<file path="src/hw/rtl/multimodal_position_id_generator_core_macros.svh">
// Assertion macros shared by the position id generator RTL.
`ifndef MULTIMODAL_POSITION_ID_GENERATOR_CORE_MACROS_SVH
`define MULTIMODAL_POSITION_ID_GENERATOR_CORE_MACROS_SVH

// Check a condition in the same cycle as its trigger.
`define MPID_ASSERT_SAME(label, clk, rst, ante, cons, msg) \
  label: assert property (@(posedge clk) disable iff (rst) (ante) |-> (cons)) \
    else $error(msg);

// Check a condition in the cycle after its trigger.
`define MPID_ASSERT_NEXT(label, clk, rst, ante, cons, msg) \
  label: assert property (@(posedge clk) disable iff (rst) (ante) |=> (cons)) \
    else $error(msg);

`endif

</file>
<file path="src/hw/rtl/mpid_pkg.sv">
// Shared types, codes and helper functions of the position id generator.
`timescale 1ns / 1ps

package mpid_pkg;

  // Input word kinds.
  typedef enum logic {
    OP_GRID  = 1'b0,
    OP_TOKEN = 1'b1
  } opcode_t;

  // Error codes reported on each result word.
  typedef enum logic [2:0] {
    ERR_NONE       = 3'd0,
    ERR_EMPTY_GRID = 3'd1,
    ERR_EXTRA_RUN  = 3'd2,
    ERR_RUN_LENGTH = 3'd3,
    ERR_MISS_RUN   = 3'd4,
    ERR_OVERFLOW   = 3'd5
  } err_code_t;

  localparam logic [30:0] POS_MAX = 31'h7FFF_FFFF;

  // One result word.
  typedef struct packed {
    logic [30:0]        pos_t;
    logic [30:0]        pos_h;
    logic [30:0]        pos_w;
    logic               is_image;
    err_code_t          error_code;
    logic signed [31:0] position_delta;
    logic               sequence_done;
  } res_t;

  // Saturate a 33-bit sum to 32 bits.
  function automatic logic [31:0] sat32(input logic [32:0] s);
    return s[32] ? 32'hFFFF_FFFF : s[31:0];
  endfunction

  // Clamp a 33-bit sum to the 31-bit position range.
  function automatic logic [30:0] pos31(input logic [32:0] s);
    return (|s[32:31]) ? POS_MAX : s[30:0];
  endfunction

  // Pick the lowest raised error.
  function automatic err_code_t code_of(input logic [5:1] f);
    err_code_t c;
    if (f[1]) begin
      c = ERR_EMPTY_GRID;
    end else if (f[2]) begin
      c = ERR_EXTRA_RUN;
    end else if (f[3]) begin
      c = ERR_RUN_LENGTH;
    end else if (f[4]) begin
      c = ERR_MISS_RUN;
    end else if (f[5]) begin
      c = ERR_OVERFLOW;
    end else begin
      c = ERR_NONE;
    end
    return c;
  endfunction

endpackage

</file>
<file path="src/hw/rtl/mpid_grid_mem.sv">
// Grid table memory: one write port, one registered read port with write bypass.
`timescale 1ns / 1ps

module mpid_grid_mem #(
  parameter int DEPTH = 16,
  parameter int WIDTH = 30,
  localparam int AW = (DEPTH > 1) ? $clog2(DEPTH) : 1
) (
  input  logic             clk,
  input  logic             wr_en,
  input  logic [AW-1:0]    wr_addr,
  input  logic [WIDTH-1:0] wr_data,
  input  logic [AW-1:0]    rd_addr,
  output logic [WIDTH-1:0] rd_data
);

  logic [WIDTH-1:0] mem [DEPTH];

  // Store a loaded grid.
  always_ff @(posedge clk) begin
    if (wr_en) begin
      mem[wr_addr] <= wr_data;
    end
  end

  // Prefetch the addressed entry; forward a write to the same entry.
  always_ff @(posedge clk) begin
    if (wr_en && (wr_addr == rd_addr)) begin
      rd_data <= wr_data;
    end else begin
      rd_data <= mem[rd_addr];
    end
  end

endmodule

</file>
<file path="src/hw/rtl/mpid_token_unit.sv">
// Position state and the single-pass step for one grid load or token.
`timescale 1ns / 1ps

module mpid_token_unit #(
  parameter int MAX_IMAGES    = 16,
  parameter int GRID_DIM_BITS = 10,
  localparam int D     = GRID_DIM_BITS,
  localparam int IDX_W = (MAX_IMAGES > 1) ? $clog2(MAX_IMAGES) : 1,
  localparam int CNT_W = $clog2(MAX_IMAGES + 1)
) (
  input  logic               clk,
  input  logic               rst,
  input  logic               step_en,
  input  logic               op,
  input  logic [23:0]        token_id,
  input  logic               last,
  input  logic [23:0]        pad_id,
  input  logic [3*D-1:0]     rd_grid,
  output logic               wr_en,
  output logic [IDX_W-1:0]   wr_addr,
  output logic [IDX_W-1:0]   rd_addr,
  output mpid_pkg::res_t     res
);

  import mpid_pkg::*;

  // Position state.
  logic [31:0]      lp;
  logic [31:0]      base;
  logic [D-1:0]     tc, hc, wc;
  logic [D-1:0]     cg_t, cg_h, cg_w;
  logic             in_run;
  logic [31:0]      seen;
  logic [CNT_W-1:0] cursor;
  logic [CNT_W-1:0] loaded;

  // Step intermediates.
  logic             token_step;
  logic             pad, start, img, closing, empty, exhausted;
  logic [D-1:0]     rd_t, rd_h, rd_w, g_t, g_h, g_w;
  logic [D-1:0]     t0, h0, w0, t1, h1, w1;
  logic [D:0]       w_inc, h_inc;
  logic [31:0]      b, seen_n, lp_a, lp_txt, lp_fin;
  logic [32:0]      s_t, s_h, s_w, sum_c, sum_c1, sum_g, d;
  logic [CNT_W-1:0] cursor_a, cursor_next;
  logic [5:1]       flags;
  logic [31:0]      delta;

  function automatic logic [D-1:0] max3(input logic [D-1:0] a, input logic [D-1:0] x,
                                        input logic [D-1:0] y);
    logic [D-1:0] m;
    m = a;
    if (x > m) m = x;
    if (y > m) m = y;
    return m;
  endfunction

  assign {rd_t, rd_h, rd_w} = rd_grid;
  assign token_step = step_en && (op == OP_TOKEN);

  // Place one token.
  always_comb begin
    pad     = (token_id == pad_id);
    seen_n  = (&seen) ? seen : seen + 32'd1;
    closing = in_run && !pad;
    start   = pad && !in_run && (cursor < loaded);
    img     = pad && (in_run || start);
    empty   = (rd_t == '0) || (rd_h == '0) || (rd_w == '0);

    g_t = start ? rd_t : cg_t;
    g_h = start ? rd_h : cg_h;
    g_w = start ? rd_w : cg_w;
    b   = start ? lp : base;
    t0  = start ? (empty ? rd_t : '0) : tc;
    h0  = start ? '0 : hc;
    w0  = start ? '0 : wc;

    s_t = 33'(b) + 33'(t0);
    s_h = 33'(b) + 33'(h0);
    s_w = 33'(b) + 33'(w0);

    // Advance the t-major, w-fastest walk unless the grid is used up.
    exhausted = (t0 >= g_t);
    w_inc = {1'b0, w0} + 1'b1;
    h_inc = {1'b0, h0} + 1'b1;
    t1 = t0;
    h1 = h0;
    w1 = w0;
    if (!exhausted) begin
      if (w_inc >= {1'b0, g_w}) begin
        w1 = '0;
        if (h_inc >= {1'b0, g_h}) begin
          h1 = '0;
          t1 = t0 + 1'b1;
        end else begin
          h1 = h_inc[D-1:0];
        end
      end else begin
        w1 = w_inc[D-1:0];
      end
    end

    // Close a run on a text token; the +1 variant folds in the text advance.
    sum_c  = 33'(base) + 33'(max3(cg_t, cg_h, cg_w));
    sum_c1 = 33'(base) + 33'(max3(cg_t, cg_h, cg_w)) + 33'd1;
    lp_a   = closing ? sat32(sum_c) : lp;
    lp_txt = closing ? sat32(sum_c1) : sat32(33'(lp) + 33'd1);
    sum_g  = 33'(b) + 33'(max3(g_t, g_h, g_w));

    flags = '0;
    if (closing && (tc < cg_t)) flags[3] = 1'b1;
    if (start && empty) flags[1] = 1'b1;
    if (img) begin
      if (exhausted) flags[3] = 1'b1;
      if ((|s_t[32:31]) || (|s_h[32:31]) || (|s_w[32:31])) flags[5] = 1'b1;
    end else begin
      if (pad) flags[2] = 1'b1;
      if (lp_a[31]) flags[5] = 1'b1;
    end

    // Close out the sequence on the last token.
    cursor_a = start ? cursor + 1'b1 : cursor;
    lp_fin   = img ? sat32(sum_g) : lp_txt;
    d        = 33'(lp_fin) - 33'(seen_n);
    delta    = '0;
    if (last) begin
      if (img && (t1 < g_t)) flags[3] = 1'b1;
      if (cursor_a < loaded) flags[4] = 1'b1;
      if (d[32] != d[31]) begin
        flags[5] = 1'b1;
        delta = d[32] ? 32'h8000_0000 : 32'h7FFF_FFFF;
      end else begin
        delta = d[31:0];
      end
    end

    res.pos_t          = img ? pos31(s_t) : pos31(33'(lp_a));
    res.pos_h          = img ? pos31(s_h) : pos31(33'(lp_a));
    res.pos_w          = img ? pos31(s_w) : pos31(33'(lp_a));
    res.is_image       = img;
    res.error_code     = code_of(flags);
    res.position_delta = delta;
    res.sequence_done  = last;
  end

  // Grid table write and prefetch address.
  always_comb begin
    wr_en       = step_en && (op == OP_GRID) && (loaded < CNT_W'(MAX_IMAGES));
    wr_addr     = loaded[IDX_W-1:0];
    cursor_next = cursor;
    if (token_step) begin
      cursor_next = last ? '0 : cursor_a;
    end
    rd_addr = cursor_next[IDX_W-1:0];
  end

  // Update control state.
  always_ff @(posedge clk) begin
    if (rst) begin
      lp     <= '0;
      base   <= '0;
      tc     <= '0;
      hc     <= '0;
      wc     <= '0;
      in_run <= 1'b0;
      seen   <= '0;
      cursor <= '0;
      loaded <= '0;
    end else if (wr_en) begin
      loaded <= loaded + 1'b1;
    end else if (token_step) begin
      if (last) begin
        lp     <= '0;
        base   <= '0;
        tc     <= '0;
        hc     <= '0;
        wc     <= '0;
        in_run <= 1'b0;
        seen   <= '0;
        cursor <= '0;
        loaded <= '0;
      end else begin
        seen   <= seen_n;
        cursor <= cursor_a;
        in_run <= img;
        if (img) begin
          base <= b;
          tc   <= t1;
          hc   <= h1;
          wc   <= w1;
        end else begin
          lp <= lp_txt;
        end
      end
    end
  end

  // Hold the grid of the current run.
  always_ff @(posedge clk) begin
    if (token_step && start) begin
      cg_t <= rd_t;
      cg_h <= rd_h;
      cg_w <= rd_w;
    end
  end

endmodule

</file>
<file path="src/hw/rtl/multimodal_position_id_generator_core.sv">
// Top level of the multimodal 3-D position id generator.
`timescale 1ns / 1ps
`include "multimodal_position_id_generator_core_macros.svh"

// Takes grid-load words and token words on one valid/stall channel and returns
// one result word (three axis positions, image flag, error code, and on the
// last token the position delta) for each token; a grid load returns nothing.
// One word is taken every clock cycle while in_stall is low. A token passes
// from the input register through the single-pass position step into the
// result register. The grid table is a memory whose entry for the next run
// is prefetched into a read register, so a run can start on any token. While
// a finished result waits to be taken, the input register takes one more word
// and grid loads keep passing through. A token held behind the waiting result
// stalls the input until the result is taken. No clearing pass is needed after
// reset.
module multimodal_position_id_generator_core #(
  parameter int MAX_IMAGES    = 16,
  parameter int GRID_DIM_BITS = 10
) (
  input  logic                     clk,
  input  logic                     rst,
  input  logic                     cfg_wr_en,
  input  logic [23:0]              cfg_wr_data,
  input  logic                     in_valid,
  output logic                     in_stall,
  input  logic                     opcode,
  input  logic [23:0]              token_id,
  input  logic [GRID_DIM_BITS-1:0] grid_t,
  input  logic [GRID_DIM_BITS-1:0] grid_h,
  input  logic [GRID_DIM_BITS-1:0] grid_w,
  input  logic                     last_token,
  output logic                     out_valid,
  input  logic                     out_stall,
  output logic [30:0]              pos_t,
  output logic [30:0]              pos_h,
  output logic [30:0]              pos_w,
  output logic                     is_image,
  output logic [2:0]               error_code,
  output logic signed [31:0]       position_delta,
  output logic                     sequence_done
);

  import mpid_pkg::*;

  localparam int D     = GRID_DIM_BITS;
  localparam int IDX_W = (MAX_IMAGES > 1) ? $clog2(MAX_IMAGES) : 1;

  logic             image_pad_id;
  logic [23:0]      pad_id;
  logic             s1_valid;
  logic             s1_op;
  logic [23:0]      s1_token_id;
  logic [3*D-1:0]   s1_grid;
  logic             s1_last;
  logic             out_free;
  logic             s1_fire;
  logic             tok_fire;
  logic             in_take;
  logic             wr_en;
  logic [IDX_W-1:0] wr_addr;
  logic [IDX_W-1:0] rd_addr;
  logic [3*D-1:0]   rd_grid;
  res_t             res;
  res_t             res_q;

  assign image_pad_id = 1'b1;

  // Hold the image pad token id.
  always_ff @(posedge clk) begin
    if (rst) begin
      pad_id <= '0;
    end else if (cfg_wr_en && image_pad_id) begin
      pad_id <= cfg_wr_data;
    end
  end

  // Handshake: grid loads never wait on the result side.
  assign out_free = !out_valid || !out_stall;
  assign s1_fire  = s1_valid && ((s1_op == OP_GRID) || out_free);
  assign tok_fire = s1_fire && (s1_op == OP_TOKEN);
  assign in_stall = s1_valid && !s1_fire;
  assign in_take  = in_valid && !in_stall;

  // Input register.
  always_ff @(posedge clk) begin
    if (rst) begin
      s1_valid <= 1'b0;
    end else if (in_take) begin
      s1_valid <= 1'b1;
    end else if (s1_fire) begin
      s1_valid <= 1'b0;
    end
  end

  always_ff @(posedge clk) begin
    if (in_take) begin
      s1_op       <= opcode;
      s1_token_id <= token_id;
      s1_grid     <= {grid_t, grid_h, grid_w};
      s1_last     <= last_token;
    end
  end

  mpid_grid_mem #(
    .DEPTH (MAX_IMAGES),
    .WIDTH (3 * D)
  ) u_grid_mem (
    .clk     (clk),
    .wr_en   (wr_en),
    .wr_addr (wr_addr),
    .wr_data (s1_grid),
    .rd_addr (rd_addr),
    .rd_data (rd_grid)
  );

  mpid_token_unit #(
    .MAX_IMAGES    (MAX_IMAGES),
    .GRID_DIM_BITS (GRID_DIM_BITS)
  ) u_token_unit (
    .clk      (clk),
    .rst      (rst),
    .step_en  (s1_fire),
    .op       (s1_op),
    .token_id (s1_token_id),
    .last     (s1_last),
    .pad_id   (pad_id),
    .rd_grid  (rd_grid),
    .wr_en    (wr_en),
    .wr_addr  (wr_addr),
    .rd_addr  (rd_addr),
    .res      (res)
  );

  // Result register.
  always_ff @(posedge clk) begin
    if (rst) begin
      out_valid <= 1'b0;
    end else if (tok_fire) begin
      out_valid <= 1'b1;
    end else if (out_free) begin
      out_valid <= 1'b0;
    end
  end

  always_ff @(posedge clk) begin
    if (tok_fire) begin
      res_q <= res;
    end
  end

  assign pos_t          = res_q.pos_t;
  assign pos_h          = res_q.pos_h;
  assign pos_w          = res_q.pos_w;
  assign is_image       = res_q.is_image;
  assign error_code     = res_q.error_code;
  assign position_delta = res_q.position_delta;
  assign sequence_done  = res_q.sequence_done;

  // Assertions.
  `MPID_ASSERT_NEXT(a_grid_no_word, clk, rst, s1_fire && (s1_op == OP_GRID) && out_free, !out_valid, "grid load produced a result word")
  `MPID_ASSERT_NEXT(a_take_fills, clk, rst, in_take, s1_valid, "accepted word not held in input register")
  `MPID_ASSERT_SAME(a_text_axes, clk, rst, out_valid && !is_image, (pos_t == pos_h) && (pos_h == pos_w), "text token axes differ")
  `MPID_ASSERT_SAME(a_delta_last, clk, rst, out_valid && !sequence_done, position_delta == 32'sd0, "delta reported before last token")

endmodule

</file>
<file path="config.mk">
export PLATFORM = sky130hd
export DESIGN_NAME = multimodal_position_id_generator_core
export DESIGN_NICKNAME = d
export VERILOG_FILES = /design/src/hw/rtl/mpid_pkg.sv /design/src/hw/rtl/mpid_grid_mem.sv /design/src/hw/rtl/mpid_token_unit.sv /design/src/hw/rtl/multimodal_position_id_generator_core.sv
export VERILOG_INCLUDE_DIRS = /design/src /design/src/hw/rtl
export SDC_FILE = /design/constraint.sdc
export NUM_CORES = 2
export LEC_CHECK = 0
export BUFFER_PORTS_ARGS = -buffer_cell sky130_fd_sc_hd__buf_4
export CORE_MARGIN = 3
export CORE_UTILIZATION = 30
export DETAILED_ROUTE_END_ITERATION = 8
export GPL_ROUTABILITY_DRIVEN = 0
export MAX_ROUTING_LAYER = met4
export PLACE_DENSITY_LB_ADDON = 0.12
export SLEW_MARGIN = 10
export SYNTH_ARGS = -nofsm -noshare
export SYNTH_HDL_FRONTEND = slang
export SYNTH_SLANG_ARGS = --single-unit
</file>
<file path="constraint.sdc">
create_clock -name clk -period 39.9 [get_ports clk]
set_input_delay 3.99 -clock clk [delete_from_list [all_inputs] [get_ports clk]]
set_output_delay 3.99 -clock clk [all_outputs]
set_load 0.05 [all_outputs]
</file>
Yosys cells after proc, flatten, opt, wreduce, memory -nomap -nowiden
Memories as Yosys holds them, arrays and structs flattened. A register that Yosys moved wholly into a read port is not among the register bits.
Index checks and enable logic that the tools add are counted.
W data, S select, Z words.
{"block": "word_totals", "mem_bits_rw": 480, "memories": 1, "elab_cells": 182, "in_bits": 85, "reg_bits": 379}
{"name": "u_grid_mem.mem", "words": 16, "word_bits": 30, "rd": 1, "rd_ports_with_merged_regs": 1, "wr": 1, "line_no": "mpid_grid_mem.sv:17", "text": "logic [WIDTH-1:0] mem [DEPTH];"}
{"block": "op_classes", "n_reduce_logical": 44, "n_eq_ne": 3, "n_mux": 78, "add_sub_neg": 14, "n_bitwise": 2, "order_cmp": 12}
{"operator": "$mux W32", "count": 16}
{"operator": "$mux W10", "count": 25}
{"operator": "$mux W31", "count": 7}
{"operator": "$add A32 B10 Y33", "count": 5}
{"operator": "$gt A10 B10 Y1", "count": 4}
{"operator": "$add A32 B1 Y33 const B", "count": 1}
{"operator": "$add A33 B1 Y33 const B", "count": 1}
{"operator": "$sub A32 B32 Y33", "count": 1}
{"operator": "$add A32 B1 Y32 const B", "count": 1}
{"operator": "$reduce_and A32 Y1", "count": 1}
{"operator": "$logic_not A10 Y1", "count": 3}
{"operator": "$mux W5", "count": 5}
{"operator": "$eq A24 B24 Y1", "count": 1}
{"operator": "$add A10 B1 Y11 const B", "count": 2}
{"operator": "$ge A11 B10 Y1", "count": 2}
{"operator": "$lt A10 B10 Y1", "count": 2}
{"operator": "$mux W1", "count": 19}
{"operator": "$logic_and A1 B1 Y1", "count": 14}
{"operator": "$add A10 B1 Y10 const B", "count": 1}
{"operator": "$add A5 B1 Y5 const B", "count": 2}
{"operator": "$ge A10 B10 Y1", "count": 1}
{"operator": "$lt A5 B5 Y1", "count": 2}
{"operator": "$reduce_bool A2 Y1", "count": 5}
{"operator": "$mux W3", "count": 3}
{"operator": "12 further kinds", "count": 29}

Depth between registers and ports, before layout
{"block": "depth", "word_depth": 19, "mapped_depth": 68, "mapped_depth_nobuf": 60}

By module
Synthesis repeated with hierarchy kept, for this count alone.
{"block": "unflattened", "hier_cells": 4004, "hier_area_um2": 46343.2}
{"module": "mpid_token_unit", "area_each_um2": 21370.5, "seq_area_each_um2": 3643.5, "n_inst": 1, "cells_each": 2968}
{"module": "mpid_grid_mem", "area_each_um2": 18418.9, "seq_area_each_um2": 14493.9, "n_inst": 1, "cells_each": 759}
{"module": "multimodal_position_id_generator_core", "area_each_um2": 6553.8, "seq_area_each_um2": 6105.9, "n_inst": 1, "cells_each": 277}

Least setup slack after synthesis
Ideal clock, no wire load.
{"block": "synth_path", "path_kind": "register to register", "start": "register u_token_unit.loaded[2]", "end": "register res_q (netlist bit position_delta[22]) (data pin)", "required_time_ns": 39.630, "arrival_time_ns": 12.385, "setup_time_ns": 0.270, "synth_period_minus_slack_ns": 12.655, "path_buffers": 13, "path_stages_with_launch": 66, "path_slack_ns": 27.245, "cell_sequence": "dfxtp_1 -> clkbuf_1 -> inv_1 -> ha_1 -> a21oi_1 -> o21ai_1 -> or2_1 -> buf_2 -> buf_6 -> buf_2 -> buf_4 -> buf_6 -> buf_2 -> clkbuf_1 -> o21ai_0 -> inv_1 -> ha_1 -> nor2b_1 -> (+30 left out) -> nor3_1 -> a31oi_1 -> clkbuf_1 -> a22oi_1 -> fa_1 -> a211o_1 -> a2111oi_0 -> o32ai_1 -> a31oi_1 -> o21a_1 -> o31a_1 -> o21ai_0 -> a21o_1 -> and2_1 -> nand2_1 -> clkbuf_1 -> clkbuf_1 -> o21ai_0"}
{"block": "synth_via", "elab_chain_cells": 13}
{"element": "from (decl)", "line_no": "mpid_token_unit.sv:35", "text": "logic [CNT_W-1:0] loaded;"}
{"element": "from (signal assigned)", "line_no": "mpid_token_unit.sv:170", "text": "loaded <= loaded + 1'b1;"}
{"element": "$lt A5 B5 Y1 (*)", "line_no": "mpid_token_unit.sv:66", "text": "start = pad && !in_run && (cursor < loaded);"}
{"element": "$logic_and A1 B1 Y1 (*)", "line_no": "mpid_token_unit.sv:66"}
{"element": "$mux W10, on equally long branches", "line_no": "mpid_token_unit.sv:71, mpid_token_unit.sv:70"}
{"element": "$gt A10 B10 Y1", "line_no": "mpid_token_unit.sv:53", "text": "if (x > m) m = x;"}
{"element": "$mux W10", "line_no": "mpid_token_unit.sv:53"}
{"element": "$gt A10 B10 Y1", "line_no": "mpid_token_unit.sv:54", "text": "if (y > m) m = y;"}
{"element": "$mux W10", "line_no": "mpid_token_unit.sv:54"}
{"element": "$add A32 B10 Y33", "line_no": "mpid_token_unit.sv:108", "text": "sum_g = 33'(b) + 33'(max3(g_t, g_h, g_w));"}
{"element": "$mux W32", "line_no": "mpid_pkg.sv:37", "text": "return s[32] ? 32'hFFFF_FFFF : s[31:0];"}
{"element": "$mux W32 (*)", "line_no": "mpid_token_unit.sv:123", "text": "lp_fin = img ? sat32(sum_g) : lp_txt;"}
{"element": "$sub A32 B32 Y33 (*)", "line_no": "mpid_token_unit.sv:124", "text": "d = 33'(lp_fin) - 33'(seen_n);"}
{"element": "$mux W32 or $ne A1 B1 Y1 (tied branches)", "line_no": "mpid_token_unit.sv:131, mpid_token_unit.sv:129"}
{"element": "$mux W32 (*)", "line_no": "mpid_token_unit.sv:129", "text": "if (d[32] != d[31]) begin"}
{"element": "to (signal assigned)", "line_no": "multimodal_position_id_generator_core.sv:147", "text": "res_q <= res;"}
{"element": "to (decl)", "line_no": "multimodal_position_id_generator_core.sv:64", "text": "res_t res_q;"}
Every way passes the cells marked *; elsewhere a longest branch is shown, timed or not.
A chain may end at the register's enable or synchronous reset.

==> results.cfg <==
[status]
status = complete, no violations

[synthesis]
synth_nets = 4248
yosysWarnings = 0
syn_area_um2 = 45800
syn_area_per_cell_um2 = 11.5
synth_cells = 3971
yosysSeqAreaShare_pct = 53.0
async_reset_ff_share_pct = 0
ys_ff_latch = 863
yosysUniqueCellTypes = 97
ys.flop_type = edfxtp_1
synth_edf_count = 696

[route]
drt-total-wl_um = 159000
vias_per_cell = 5.24
route.detailed.drc = 0
drtIter0Drc = 2825
drt-wirelength-per-cell_um = 25.4
dr.pass1.iters = 6
dr_total_vias = 32826
ant_nets = 0

[clocking]
h-tree-depth = 3
cts_sinks = 863
ctsResizeCount = 0
clk_path_buf_depth = 3
post_cts_buffers = 0
holdBufCountCts = 0
cts_tree = built
clk_pin_slew_ps = 60
clk-insertion-delay-late_ps = 750
numCtsBuffers = 99
root_buffer = clkbuf_16

[timing]
finalClockSkew_ps = 53.0
layout_worst_path_cycle_share_pct = 37.4
setup_tns_ps = 0
finalSetupViolCount = 0
slew_viol_final = 0
relSlewSlack_pct = 19.4
fin_crit_ps = 14930
hold_violations = 0
rsz0062_at_grt = no
max_freq_mhz = 67.0
worst_pin_slew_ps = 1200

[hold_path]
hp-class = reg -> reg

[floorplan]
ioPinCount = 217
num_rows = 142
die_area_um2 = 157000
initial_utilization_pct = 30.4
die_w_um = 397
core-area_um2 = 151000
die_h_um = 397

[critical_path]
critPathRequiredTime_ps = 40310
worstSetupPathType = reg -> reg
crit_top_cell = o21ai_0
critPathSlowestCell = o21ai_2
crit_arrival_ps = 15340
cp-start-kind = register
max_stage_delay_ps = 920
worstPathMaxFanout = 70
worstSetupEndpointType = register

[grt]
track_usage_pct = 20.4
antenna_found_initial = 4
grt_max_degree = 87
grt_pass1_vias = 32547
grtUsageMet3_pct = 2.52
top_usage_layer = met2
grt.met2_usage_pct = 32.7
grt_pass1_wl_um = 230000
met1_usage_pct = 26.5
grt-ovfl-total = 0

[cells_and_area]
fin_nets = 4435
drive_gt1_share_pct = 15.9
final_common_cell = edfxtp_1
layout_common_cells = edfxtp_1 (696), nor2_1 (355), nand2_1 (348), buf_4 (292), o21ai_0 (275)
fillers = 14989
diodes = 0
syn_to_final_growth_pct = 16.1

[power]
power_per_cell_area_nw_per_um2 = 39.0
p_leak_nw = 19.0
vdd_drop_max_v = 0.0000319
power_mw = 2.07

[placed_design]
dpl.hpwl_um = 110000
io_buffers = 216

[job]
max-cap-violations = 0
==> synth_stat cells, types with 12 or more instances <==
master    number  area, µm²
a211oi_1      19        143
a21o_1        59        443
a21oi_1      211       1060
a22oi_1       82        616
a31oi_1       22        138
and2_1        40        250
and3_1        36        225
buf_1         14       52.6
buf_2         25        125
clkbuf_1     150        563
dfxtp_1      167       3340
edfxtp_1     696      20900
ha_1         186       2330
inv_1         99        372
mux2_2        21        236
mux2i_1       98        981
mux4_2       125       2820
nand2_1      349       1310
nand2b_1      33        206
nand3_1       95        475
nand4_1       47        294
nor2_1       370       1390
nor2b_1       39        244
nor3_1        57        285
nor4_1        35        219
o211ai_1      12       90.1
o21a_1        25        188
o21ai_0      279       1400
o21ai_1       15       75.1
o22ai_1       23        144
or3_1         38        238
xnor2_1      183       1600
xor2_1       119       1040
==> stage by stage <==
step           hold WS (ps)  area (µm²)  std cells  utilization (%)  worst slack [ps]
5_1_grt                 540       53200       6259             35.3             23770
6_report                516       53200       6259             35.3             24970
2_1_floorplan           449       45800       3971                -             27240
4_1_cts                 520       53200       6259             35.3             25000
3_5_place_dp            504       49800       6073             33.1             25050
3_3_place_gp            496       49800       6073             33.1             25300
==> cell type report <==
type | instances | area (µm²) | share of cell area (%)
sequential | 863 | 24300 | 45.6
clock inverter | 67 | 721 | 1.36
clock buffer | 119 | 2600 | 4.90
timing repair buffer | 294 | 2230 | 4.20
multi-input combinational | 2798 | 20400 | 38.4
inverter | 102 | 389 | 0.732
tap | 2016 | 2520 | 4.75
==> power breakdown <==
group	switching, mW	total, mW	leakage (nW)	internal, mW
Clock	0.396	0.936	1.60	0.540
Combinational	0.0912	0.136	9.72	0.0450
Sequential	0.0118	1.00	7.72	0.990
==> logic make-up (layout without fill, tap and decap cells) <==
group	Yosys count	after routing	synth area share, %
buffers and inverters	310	582	2.91
AOI/OAI and AO/OA	874	874	11.9
muxes	250	250	9.13
adders and majority gates	195	195	5.42
DFF	863	863	53.0
xor gates and xnor gates	302	302	5.78
and+or+nand+nor	1177	1177	11.9
==> layer usage <==
layer | share of wire (%) | vias to the layer above
li1 | - | 15220
met1 | 44 | 16349
met2 | 47 | 982
met3 | 4.6 | 275
met4 | 4.3 | 0
met5 | 0 | -
==> registers in the layout, indices dropped and copies added (netlist names), 3 cells and up, named ones only <==
signal / count
u_token_unit.cg_h: 10
pos_t: 31
u_token_unit.cg_t: 10
pad_id: 24
pos_w: 31
u_token_unit.seen: 32
error_code: 3
u_token_unit.lp: 32
position_delta: 32
s1_grid: 30
u_token_unit.hc: 10
u_grid_mem.mem: 480
u_token_unit.base: 32
u_token_unit.tc: 10
u_token_unit.wc: 10
s1_token_id: 24
u_token_unit.loaded: 5
pos_h: 31
u_token_unit.cg_w: 10
u_token_unit.cursor: 5
==> critical path, delay by kind of cell (launching register included) <==
kind,cells,cell delay [ps]
compound gates,34,8750
fa+ha+maj,6,2000
buf+inv,3,1160
simple gates,7,940
mux,2,870
flops,1,730
==> worst paths after layout <==
kind	from	to	slack (ps)	depth (start not counted)
max	register	position_delta[16]$_SDFFCE_PN0P_	24970	52
min	pad_id[9]$_SDFFE_PP0P_	pad_id[9]$_SDFFE_PP0P_	520	2
max reg2reg	register	position_delta[16]$_SDFFCE_PN0P_	24970	52
min reg2reg	pad_id[9]$_SDFFE_PP0P_	pad_id[9]$_SDFFE_PP0P_	520	2
Power figures use the tool's default switching activity.
